## config.mk

```make
export PLATFORM = sky130hd
export DESIGN_NAME = azimuth_cable_wrap_unwrap
export DESIGN_NICKNAME = d
export VERILOG_FILES = /design/src/rtl/core/acwu_pkg.sv /design/src/rtl/core/acwu_resolve.sv /design/src/rtl/core/azimuth_cable_wrap_unwrap.sv
export SDC_FILE = /design/constraint.sdc
export NUM_CORES = 1
export LEC_CHECK = 0
export BUFFER_PORTS_ARGS = -buffer_cell sky130_fd_sc_hd__buf_4
export CAP_MARGIN = 20
export CORE_MARGIN = 2
export CORE_UTILIZATION = 45
export CTS_CLUSTER_SIZE = 24
export DETAILED_ROUTE_END_ITERATION = 12
export HOLD_SLACK_MARGIN = 0.06
export PLACE_DENSITY_LB_ADDON = 0.15
export SYNTH_ARGS = -nofsm -noshare
export SYNTH_HDL_FRONTEND = slang
export SYNTH_SLANG_ARGS = --single-unit
```

## constraint.sdc

```tcl
create_clock -name aclk -period 35.4 [get_ports aclk]
set_input_delay 3.54 -clock aclk [delete_from_list [all_inputs] [get_ports aclk]]
set_output_delay 3.54 -clock aclk [all_outputs]
set_load 0.05 [all_outputs]
```

## src/rtl/core/acwu_pkg.sv

```systemverilog
`default_nettype none

package acwu_pkg;

    localparam int ANGLE_FRAC_BITS_DEF = 16;
    localparam int ANG_W = 20;
    localparam int CFG_IDX_W = 3;

    localparam logic [1:0] OP_NEAR     = 2'd0;
    localparam logic [1:0] OP_SECTION  = 2'd1;
    localparam logic [1:0] OP_CLASSIFY = 2'd2;

    localparam logic [1:0] SEC_NEUTRAL = 2'd0;
    localparam logic [1:0] SEC_CW      = 2'd1;
    localparam logic [1:0] SEC_CCW     = 2'd2;
    localparam logic [1:0] SEC_NONE    = 2'd3;

    localparam logic [CFG_IDX_W-1:0] REG_AXIS_LOW    = 3'd0;
    localparam logic [CFG_IDX_W-1:0] REG_AXIS_HIGH   = 3'd1;
    localparam logic [CFG_IDX_W-1:0] REG_NEUTRAL_LOW = 3'd2;
    localparam logic [CFG_IDX_W-1:0] REG_NEUTRAL_HIGH = 3'd3;
    localparam logic [CFG_IDX_W-1:0] REG_CW_LOW      = 3'd4;
    localparam logic [CFG_IDX_W-1:0] REG_CW_HIGH     = 3'd5;
    localparam logic [CFG_IDX_W-1:0] REG_CCW_LOW     = 3'd6;
    localparam logic [CFG_IDX_W-1:0] REG_CCW_HIGH    = 3'd7;

    localparam logic signed [ANG_W-1:0] RST_AXIS_LOW     = -20'sd49152;
    localparam logic signed [ANG_W-1:0] RST_AXIS_HIGH    = 20'sd49152;
    localparam logic signed [ANG_W-1:0] RST_NEUTRAL_LOW  = -20'sd16384;
    localparam logic signed [ANG_W-1:0] RST_NEUTRAL_HIGH = 20'sd16384;
    localparam logic signed [ANG_W-1:0] RST_CW_LOW       = 20'sd16384;
    localparam logic signed [ANG_W-1:0] RST_CW_HIGH      = 20'sd49152;
    localparam logic signed [ANG_W-1:0] RST_CCW_LOW      = -20'sd49152;
    localparam logic signed [ANG_W-1:0] RST_CCW_HIGH     = -20'sd16384;

    typedef struct packed {
        logic signed [ANG_W-1:0] axis_low;
        logic signed [ANG_W-1:0] axis_high;
        logic signed [ANG_W-1:0] neutral_low;
        logic signed [ANG_W-1:0] neutral_high;
        logic signed [ANG_W-1:0] cw_low;
        logic signed [ANG_W-1:0] cw_high;
        logic signed [ANG_W-1:0] ccw_low;
        logic signed [ANG_W-1:0] ccw_high;
    } cfg_t;

    typedef struct packed {
        logic [1:0]              op;
        logic signed [ANG_W-1:0] az_in;
        logic signed [ANG_W-1:0] prev_az;
        logic [1:0]              section;
    } req_t;

    typedef struct packed {
        logic signed [ANG_W-1:0] az_out;
        logic                    out_of_section;
        logic [1:0]              wrap_section;
    } res_t;

endpackage

`default_nettype wire

```

## src/rtl/core/acwu_resolve.sv

```systemverilog
`default_nettype none

module acwu_resolve #(
    parameter int ANGLE_FRAC_BITS = acwu_pkg::ANGLE_FRAC_BITS_DEF
) (
    input  wire acwu_pkg::cfg_t cfg,
    input  wire acwu_pkg::req_t req,
    output acwu_pkg::res_t      res
);

    localparam int AW = acwu_pkg::ANG_W;
    localparam int F  = ANGLE_FRAC_BITS;
    localparam int IW = F + 24;
    localparam logic signed [IW-1:0] ONE  = IW'(1);
    localparam logic signed [IW-1:0] TURN = ONE <<< F;
    localparam logic signed [IW-1:0] HALF = ONE <<< (F - 1);
    localparam logic signed [IW-1:0] MASK = TURN - ONE;
    localparam logic signed [IW-1:0] SAT_MAX = {{(IW-AW+1){1'b0}}, {(AW-1){1'b1}}};
    localparam logic signed [IW-1:0] SAT_MIN = {{(IW-AW+1){1'b1}}, {(AW-1){1'b0}}};

    logic signed [IW-1:0] az_x, prev_x, alo_x, ahi_x;
    logic signed [IW-1:0] diff, a, nn, kk, res0;
    logic signed [AW-1:0] lo, hi;
    logic signed [IW-1:0] lo_x, hi_x, e, m, res1;
    logic signed [IW-1:0] exact;
    logic                 flag;
    logic signed [AW-1:0] sat;

    assign az_x   = {{(IW-AW){req.az_in[AW-1]}}, req.az_in};
    assign prev_x = {{(IW-AW){req.prev_az[AW-1]}}, req.prev_az};
    assign alo_x  = {{(IW-AW){cfg.axis_low[AW-1]}}, cfg.axis_low};
    assign ahi_x  = {{(IW-AW){cfg.axis_high[AW-1]}}, cfg.axis_high};

    // nearest turn to previous azimuth within the axis travel
    always_comb begin
        diff = az_x - alo_x;
        a    = alo_x + (diff & MASK);
        nn   = (ahi_x - a) >>> F;
        if (nn < 0) begin
            nn = '0;
        end
        kk = (prev_x - a + HALF) >>> F;
        if (kk > nn) begin
            kk = nn;
        end
        if (kk < 0) begin
            kk = '0;
        end
        res0 = a + (kk <<< F);
    end

    always_comb begin
        case (req.section)
            acwu_pkg::SEC_NEUTRAL: begin
                lo = cfg.neutral_low;
                hi = cfg.neutral_high;
            end
            acwu_pkg::SEC_CW: begin
                lo = cfg.cw_low;
                hi = cfg.cw_high;
            end
            default: begin
                lo = cfg.ccw_low;
                hi = cfg.ccw_high;
            end
        endcase
    end

    // wrap next to the doubled section centre
    always_comb begin
        lo_x = {{(IW-AW){lo[AW-1]}}, lo};
        hi_x = {{(IW-AW){hi[AW-1]}}, hi};
        e    = (az_x <<< 1) - (lo_x + hi_x);
        m    = (e + TURN - ONE) >>> (F + 1);
        res1 = az_x - (m <<< F);
    end

    always_comb begin
        exact = az_x;
        flag  = 1'b0;
        case (req.op)
            acwu_pkg::OP_NEAR: begin
                exact = res0;
            end
            acwu_pkg::OP_SECTION: begin
                if (req.section != acwu_pkg::SEC_NONE) begin
                    exact = res1;
                    flag  = (res1 > hi_x) || (res1 < lo_x);
                end
            end
            default: begin
                exact = az_x;
            end
        endcase
        if (exact > SAT_MAX) begin
            sat = SAT_MAX[AW-1:0];
        end else if (exact < SAT_MIN) begin
            sat = SAT_MIN[AW-1:0];
        end else begin
            sat = exact[AW-1:0];
        end
    end

    always_comb begin
        res.az_out         = sat;
        res.out_of_section = flag;
        if (sat <= cfg.neutral_high && sat >= cfg.neutral_low) begin
            res.wrap_section = acwu_pkg::SEC_NEUTRAL;
        end else if (sat <= cfg.cw_high && sat >= cfg.cw_low) begin
            res.wrap_section = acwu_pkg::SEC_CW;
        end else if (sat <= cfg.ccw_high && sat >= cfg.ccw_low) begin
            res.wrap_section = acwu_pkg::SEC_CCW;
        end else begin
            res.wrap_section = acwu_pkg::SEC_NEUTRAL;
        end
    end

endmodule

`default_nettype wire

```

## src/rtl/core/azimuth_cable_wrap_unwrap.sv

```systemverilog
// Azimuth cable-wrap resolver.
// Input stream s_axis_*: one request per accepted beat carries op and section in
// tuser and az_in / prev_az in tdata. Result stream m_axis_*: one result per
// request, az_out in tdata, out_of_section and wrap_section in tuser.
// Section and axis limits are loaded through cfg_wr_en / cfg_index / cfg_data,
// one register per cycle; the user must load them only while no request
// is in flight, as the block itself does not enforce it. A request held in the
// input register moves to the result register when that stage can advance.
// Throughput: one request per cycle while m_axis does not stall; both stages
// are registers; the resolve logic sits between them.
// Reset (aresetn low, synchronous): both stages empty, limits back to their
// defaults (axis +/-0.75 turn, neutral +/-0.25 turn, cw and ccw beyond).
// A stalled receiver holds the result register; the input register still
// takes one more request, after which s_axis_tready drops until m_axis drains.
`default_nettype none

module azimuth_cable_wrap_unwrap #(
    parameter int ANGLE_FRAC_BITS = acwu_pkg::ANGLE_FRAC_BITS_DEF
) (
    input  wire         aclk,
    input  wire         aresetn,

    input  wire         cfg_wr_en,
    input  wire  [2:0]  cfg_index,
    input  wire  [19:0] cfg_data,

    input  wire         s_axis_tvalid,
    output logic        s_axis_tready,
    input  wire  [39:0] s_axis_tdata,   // az_in [19:0], prev_az [39:20]
    input  wire  [3:0]  s_axis_tuser,   // op [1:0], section [3:2]

    output logic        m_axis_tvalid,
    input  wire         m_axis_tready,
    output logic [23:0] m_axis_tdata,   // az_out [19:0], zero [23:20]
    output logic [2:0]  m_axis_tuser    // out_of_section [0], wrap_section [2:1]
);

    acwu_pkg::cfg_t cfg_reg;
    acwu_pkg::req_t req_reg;
    acwu_pkg::res_t res_reg;
    acwu_pkg::res_t res_next;
    logic           req_vld_reg;
    logic           res_vld_reg;
    logic           req_vld_next;
    logic           res_vld_next;
    logic           adv;
    logic           take;

    assign adv           = !res_vld_reg || m_axis_tready;
    assign s_axis_tready = !req_vld_reg || adv;
    assign take          = s_axis_tvalid && s_axis_tready;

    always_comb begin
        req_vld_next = req_vld_reg;
        res_vld_next = res_vld_reg;
        if (adv) begin
            res_vld_next = req_vld_reg;
            req_vld_next = take;
        end else if (take) begin
            req_vld_next = 1'b1;
        end
    end

    always_ff @(posedge aclk) begin
        if (!aresetn) begin
            cfg_reg.axis_low     <= acwu_pkg::RST_AXIS_LOW;
            cfg_reg.axis_high    <= acwu_pkg::RST_AXIS_HIGH;
            cfg_reg.neutral_low  <= acwu_pkg::RST_NEUTRAL_LOW;
            cfg_reg.neutral_high <= acwu_pkg::RST_NEUTRAL_HIGH;
            cfg_reg.cw_low       <= acwu_pkg::RST_CW_LOW;
            cfg_reg.cw_high      <= acwu_pkg::RST_CW_HIGH;
            cfg_reg.ccw_low      <= acwu_pkg::RST_CCW_LOW;
            cfg_reg.ccw_high     <= acwu_pkg::RST_CCW_HIGH;
        end else if (cfg_wr_en) begin
            case (cfg_index)
                acwu_pkg::REG_AXIS_LOW:     cfg_reg.axis_low     <= cfg_data;
                acwu_pkg::REG_AXIS_HIGH:    cfg_reg.axis_high    <= cfg_data;
                acwu_pkg::REG_NEUTRAL_LOW:  cfg_reg.neutral_low  <= cfg_data;
                acwu_pkg::REG_NEUTRAL_HIGH: cfg_reg.neutral_high <= cfg_data;
                acwu_pkg::REG_CW_LOW:       cfg_reg.cw_low       <= cfg_data;
                acwu_pkg::REG_CW_HIGH:      cfg_reg.cw_high      <= cfg_data;
                acwu_pkg::REG_CCW_LOW:      cfg_reg.ccw_low      <= cfg_data;
                acwu_pkg::REG_CCW_HIGH:     cfg_reg.ccw_high     <= cfg_data;
                default: begin
                end
            endcase
        end
    end

    always_ff @(posedge aclk) begin
        if (!aresetn) begin
            req_vld_reg <= 1'b0;
            res_vld_reg <= 1'b0;
        end else begin
            req_vld_reg <= req_vld_next;
            res_vld_reg <= res_vld_next;
        end
    end

    always_ff @(posedge aclk) begin
        if (take) begin
            req_reg.op      <= s_axis_tuser[1:0];
            req_reg.section <= s_axis_tuser[3:2];
            req_reg.az_in   <= s_axis_tdata[19:0];
            req_reg.prev_az <= s_axis_tdata[39:20];
        end
        if (adv && req_vld_reg) begin
            res_reg <= res_next;
        end
    end

    acwu_resolve #(
        .ANGLE_FRAC_BITS(ANGLE_FRAC_BITS)
    ) u_resolve (
        .cfg(cfg_reg),
        .req(req_reg),
        .res(res_next)
    );

    assign m_axis_tvalid = res_vld_reg;
    assign m_axis_tdata  = {4'b0000, res_reg.az_out};
    assign m_axis_tuser  = {res_reg.wrap_section, res_reg.out_of_section};

    a_reset_empty: assert property (@(posedge aclk)
        !aresetn |=> !m_axis_tvalid)
        else $error("result valid after reset");

    a_stage_moves: assert property (@(posedge aclk) disable iff (!aresetn)
        req_vld_reg && adv |=> m_axis_tvalid)
        else $error("request lost between stages");

    a_ready_only_when_full: assert property (@(posedge aclk) disable iff (!aresetn)
        !s_axis_tready |-> req_vld_reg && m_axis_tvalid && !m_axis_tready)
        else $error("input stalled without a full pipeline");

    a_section_code: assert property (@(posedge aclk) disable iff (!aresetn)
        m_axis_tvalid |-> m_axis_tuser[2:1] != acwu_pkg::SEC_NONE)
        else $error("wrap section code out of range");

endmodule

`default_nettype wire

```

* Word-level counts from Yosys, hierarchy flattened
Index checks and enable logic that the tools add are counted.
** Storage, ports and cells
- Flip-flop bits (word level) :: 229
- Input port bits :: 72
- Output and inout port bits :: 29
** Operators by class
- $add $sub $neg :: 11
- $lt $le $gt $ge :: 13
- Eq/ne operators :: 10
- Mux-type cells :: 13
- Reduce and logical (&&, ||, !) cells :: 24
** Operators with widths (count)
- 40-bit two-way mux :: 3
- 20-bit one-hot mux with 2 select lines :: 2
- 40-bit one-hot mux with 2 select lines :: 1
- 20-bit greater-or-equal comparator :: 3
- 20-bit less-or-equal comparator :: 3
- 20-bit by 21-bit subtractor with 22-bit output :: 2
- 21-bit by 40-bit adder with 40-bit output :: 1
- 40-bit by 17-bit adder with 40-bit output, second input constant :: 1
- 40-bit by 18-bit adder with 40-bit output, second input constant :: 1
- 24-bit by 40-bit greater-than comparator with 1-bit output :: 1
- 40-bit by 20-bit greater-than comparator with 1-bit output :: 1
- 40-bit by 20-bit greater-than comparator with 1-bit output, second input constant :: 1
- 40-bit by 1-bit less-than comparator with 1-bit output, second input constant :: 1
- 40-bit by 20-bit less-than comparator with 1-bit output :: 1
- 40-bit by 20-bit less-than comparator with 1-bit output, second input constant :: 1
- 20-bit two-way mux :: 2
- 20-bit by 39-bit subtractor with 40-bit output :: 1
- 40-bit by 2-bit subtractor with 40-bit output, second input constant :: 1
- 24-bit by 1-bit less-than comparator with 1-bit output, second input constant :: 1
- 24-bit two-way mux :: 1
- 21-bit by 21-bit subtractor with 22-bit output :: 1
- 20-bit by 17-bit adder with 21-bit output :: 1
- 20-bit by 20-bit adder with 21-bit output :: 1
- 2-bit AND reduction :: 9
- 15 further kinds :: 30

* Depth between registers and ports, before layout
- Depth after elaboration :: 18
- Gate-level depth with buffers :: 80

* Cells and area by module
From an unflattened synthesis, not the netlist that was laid out.
** Unflattened totals
- Cell total of the unflattened synthesis :: 2177
- Area total of the unflattened synthesis :: 19293.5 µm²
** Modules (own cells, without submodules)
- acwu_resolve :: times used 1, cells each 1537, area each 11237.0 µm²
- azimuth_cable_wrap_unwrap :: times used 1, cells each 640, area each 8056.5 µm²

* Worst setup path after synthesis
No wires, ideal clock.
- Path kind :: reg-to-reg
- Start :: register req_reg[22] in the netlist's numbering
- End :: register res_reg (netlist bit m_axis_tuser[2]) (data pin)
- Library setup time :: 0.176 ns
- Data arrival time :: 14.097 ns
- Required time :: 35.224 ns
- Slack :: 21.126 ns
- Cell stages (with the launch flop) :: 77
- Buffers on the path :: 4
- Clock period less this slack :: 14.274 ns
- Cells stage by stage :: edfxtp_1 inv_1 ha_1 inv_1 fa_1 nand2_1 nand2_1 a21oi_1 o21ai_0 a21oi_1 o21bai_1 a21oi_1 o21bai_1 a21oi_1 o21bai_1 a21oi_1 o21bai_1 a21oi_1 (+41 left out) buf_4 a221oi_2 ha_1 a21oi_1 nor2b_1 o21ai_0 nand2b_1 a21oi_1 nor2b_1 o21ai_0 nand2b_1 a21oi_1 nor3_1 nor3_1 nand3_1 o21ai_0 nor2_1 nor4_1
** RTL lines
- start: declaration :: RTL line azimuth_cable_wrap_unwrap.sv:39 : acwu_pkg::req_t req_reg;
- end signal: assignment :: RTL line azimuth_cable_wrap_unwrap.sv:108 : res_reg <= res_next;
- end: declaration :: RTL line azimuth_cable_wrap_unwrap.sv:40 : acwu_pkg::res_t res_reg;

==> results.py <==
metrics = {
    "pwr": {
        "p_leak_uw": 0.0103,
        "powerDensity_nw_per_um2": 71.8,
        "switching_power_uw": 847,
        "power.share.clock_pct": 18.0,
        "intPower_uw": 921,
        "ir_drop_uv": 40.2,
        "p_seq_share_pct": 16.7,
        "switching_share_pct": 47.9,
        "power_frac_comb_pct": 65.3,
    },
    "critical_path": {
        "critPathKind": "reg2reg",
        "crit_path_frequent_cell": "a21oi_1",
        "worst_setup_path_end_kind": "register",
        "cp.arrival_ps": 17220,
        "cp_top_family": "compound AO/OA/AOI/OAI gates",
        "path_buf_inv": 5,
        "critPathLaunchType": "register",
        "crit_fanout": 21,
        "cp_slowest_stage_delay_ps": 730,
        "crit_required_ps": 35790,
        "critPathSlowestCell": "and2_1",
    },
    "sta": {
        "fmax_ghz": 0.0594,
        "setup_tns_ps": 0,
        "setup_violations": 0,
        "drv_slew": 0,
        "tightest_slew_ps": 1010,
        "rsz0062_at_grt": "false",
        "period_minus_slack_ps": 16830,
        "hold_violations": 0,
        "min_period_over_period_pct": 47.5,
        "fin_worst_skew_ps": 13.6,
        "relSlewSlack_pct": 32.3,
    },
    "global_route": {
        "antenna_found_initial": 0,
        "grt_pass1_vias": 19800,
        "grt_max_degree": 101,
        "overflow": 0,
        "grt_usage_pct": 28.7,
        "grt_pass1_wl_um": 115000,
    },
    "place": {
        "dp_cells": 3429,
        "gp_congestion": 0.909,
        "dp_hpwl_um": 58000,
        "numPortBuffers": 96,
        "place_area_um2": 23600,
    },
    "cts": {
        "cts.sinks": 229,
        "root_buffer": "clkbuf_16",
        "post_cts_resized": 0,
        "ctsHoldBuffers": 0,
        "cts_tree": "built",
        "clock_latency_ps": 570,
        "clkTransAtPathRegs_ps": 60,
        "numCtsBuffers": 28,
        "h-tree-depth": 1,
        "cts_buffer_depth": 3,
        "post_cts_buffers": 0,
    },
    "yosys": {
        "synth-seq-cells": 229,
        "synth_top_area_share_pct": 19.1,
        "yosys_warnings": 0,
        "synthArstFlopShare_pct": 0,
        "ys_seq_area_share_pct": 23.4,
        "syn-mean-instance-area_um2": 8.09,
        "syn_inst": 2772,
        "synthTopCellsByCount": "nand2_1 (399), ha_1 (342), inv_1 (205)",
        "synth_area_um2": 22400,
        "synth_edf_count": 67,
        "synth_cell_types": 97,
        "synth_top_cell_by_area": "ha_1",
        "synthFlopType": "dfxtp_1",
        "yosys-top-cells-area": "ha_1 (19%), dfxtp_1 (14%), edfxtp_1 (9.0%)",
        "yosysMostFrequentCell": "nand2_1",
    },
    "final_layout": {
        "fillers": 4793,
        "final_cells": 3481,
        "drive_gt1_share_pct": 8.59,
        "areaGrowthSynthToFinish_pct": 9.86,
        "final_area_um2": 24600,
        "num_antenna_cells": 0,
        "fin_nets": 3232,
        "largest_reg_flops": 160,
    },
    "detailed_routing": {
        "drc_errors": 0,
        "ant_nets": 0,
        "drtIter0Drc": 1311,
        "drt-vias-per-instance": 5.81,
        "vias": 20200,
        "drt_wl_total_um": 74400,
        "post_drt_wl_per_cell_um": 21.4,
        "drt_pass1_iterations": 6,
    },
    "floorplanning": {
        "die_h_um": 227,
        "die_area_um2": 51600,
        "chipWidth_um": 227,
        "start_util_pct": 45.7,
        "ioPinCount": 101,
        "core_area_um2": 49100,
        "rows": 81,
    },
    "worst_hold_path": {
        "hold_path.class": "reg2reg",
    },
    "run_status": {
        "status": "completed",
    },
    "flow_run": {
        "drv_cap": 0,
    },
}
placed cells by master, fill, tap and decap left out, types with 57 or more instances in the layout:
cell	netlist	final
nand2_1	399	399
ha_1	342	342
inv_1	205	205
a21oi_1	199	197
dfxtp_1	162	162
nor2_1	159	157
o21ai_0	148	148
a21boi_0	139	139
buf_4	25	118
edfxtp_1	67	67
a21o_1	59	59
nand2b_1	59	59
mux2i_1	57	57
worst reg2reg max path: cells and delay by family, from the launching register on:
family	cells	cell delay, ps
xor gates and xnor gates	2	330
DFF	1	530
buffers and inverters	5	940
adders and majority gates	8	2570
muxes	2	380
and+or+nand+nor	26	4960
AOI/OAI and AO/OA	31	6990
layer usage:
metal  vias to the layer above  GRT usage, %  share of wire [%]
li1                       9905             -                  -
met1                      9699          37.5                 44
met2                       494          49.7                 48
met3                       112          2.92                4.5
met4                         0          9.04                3.2
met5                         -             0                  0
through the flow:
stage               util (%)  hold slack [ps]  worst slack, ps  power (uW)
floorplan                  -              444            21130        1110
global route            50.2              496            17160        1910
finish                  50.2              473            18570        1770
global placement        48.1              457            18790        1410
CTS                     50.2              475            18630        1760
detailed placement      48.1              465            18640        1440
layout make-up:
class | instances | area, um2 | area share [%]
Timing Repair Buffer | 119 | 913 | 3.71
Sequential cell | 229 | 5260 | 21.3
Clock buffer | 41 | 906 | 3.68
Inverter | 206 | 773 | 3.14
Clock inverter | 11 | 124 | 0.503
Multi-Input combinational cell | 2211 | 15800 | 64.3
Tap cell | 664 | 831 | 3.37
path summary, 6_finish.rpt:
path	start	to	slack (ps)	depth (start not counted)
worst min register to register	cfg_reg[130]	cfg_reg[130]	470	2
worst min-delay path	cfg_reg[130]	cfg_reg[130]	470	2
worst max-delay path	req_reg[22]	m_axis_tuser[2]	18570	74
worst max register to register	req_reg[22]	m_axis_tuser[2]	18570	74
power groups by stage:
stage / clock network (uW) / logic, uW / registers (uW)
global route: 333 / 1280 / 296
floorplan: 0 / 805 / 309
global placement: 0 / 1110 / 301
CTS: 324 / 1150 / 295
finish: 318 / 1160 / 295
detailed placement: 0 / 1140 / 301
cell families (layout without fill, tap and decap cells):
logic type / Yosys count / after routing / synth area share (%)
compound gates: 757 / 757 / 22.9
xor+xnor: 93 / 93 / 3.83
fa+ha+maj: 370 / 370 / 21.4
buf+inv: 335 / 377 / 6.26
flops: 229 / 229 / 23.4
mux: 58 / 58 / 2.60
other cells: 1 / 4 / 0.0167
simple gates: 929 / 929 / 19.6
No activity file was read; power rests on OpenSTA's default activity.
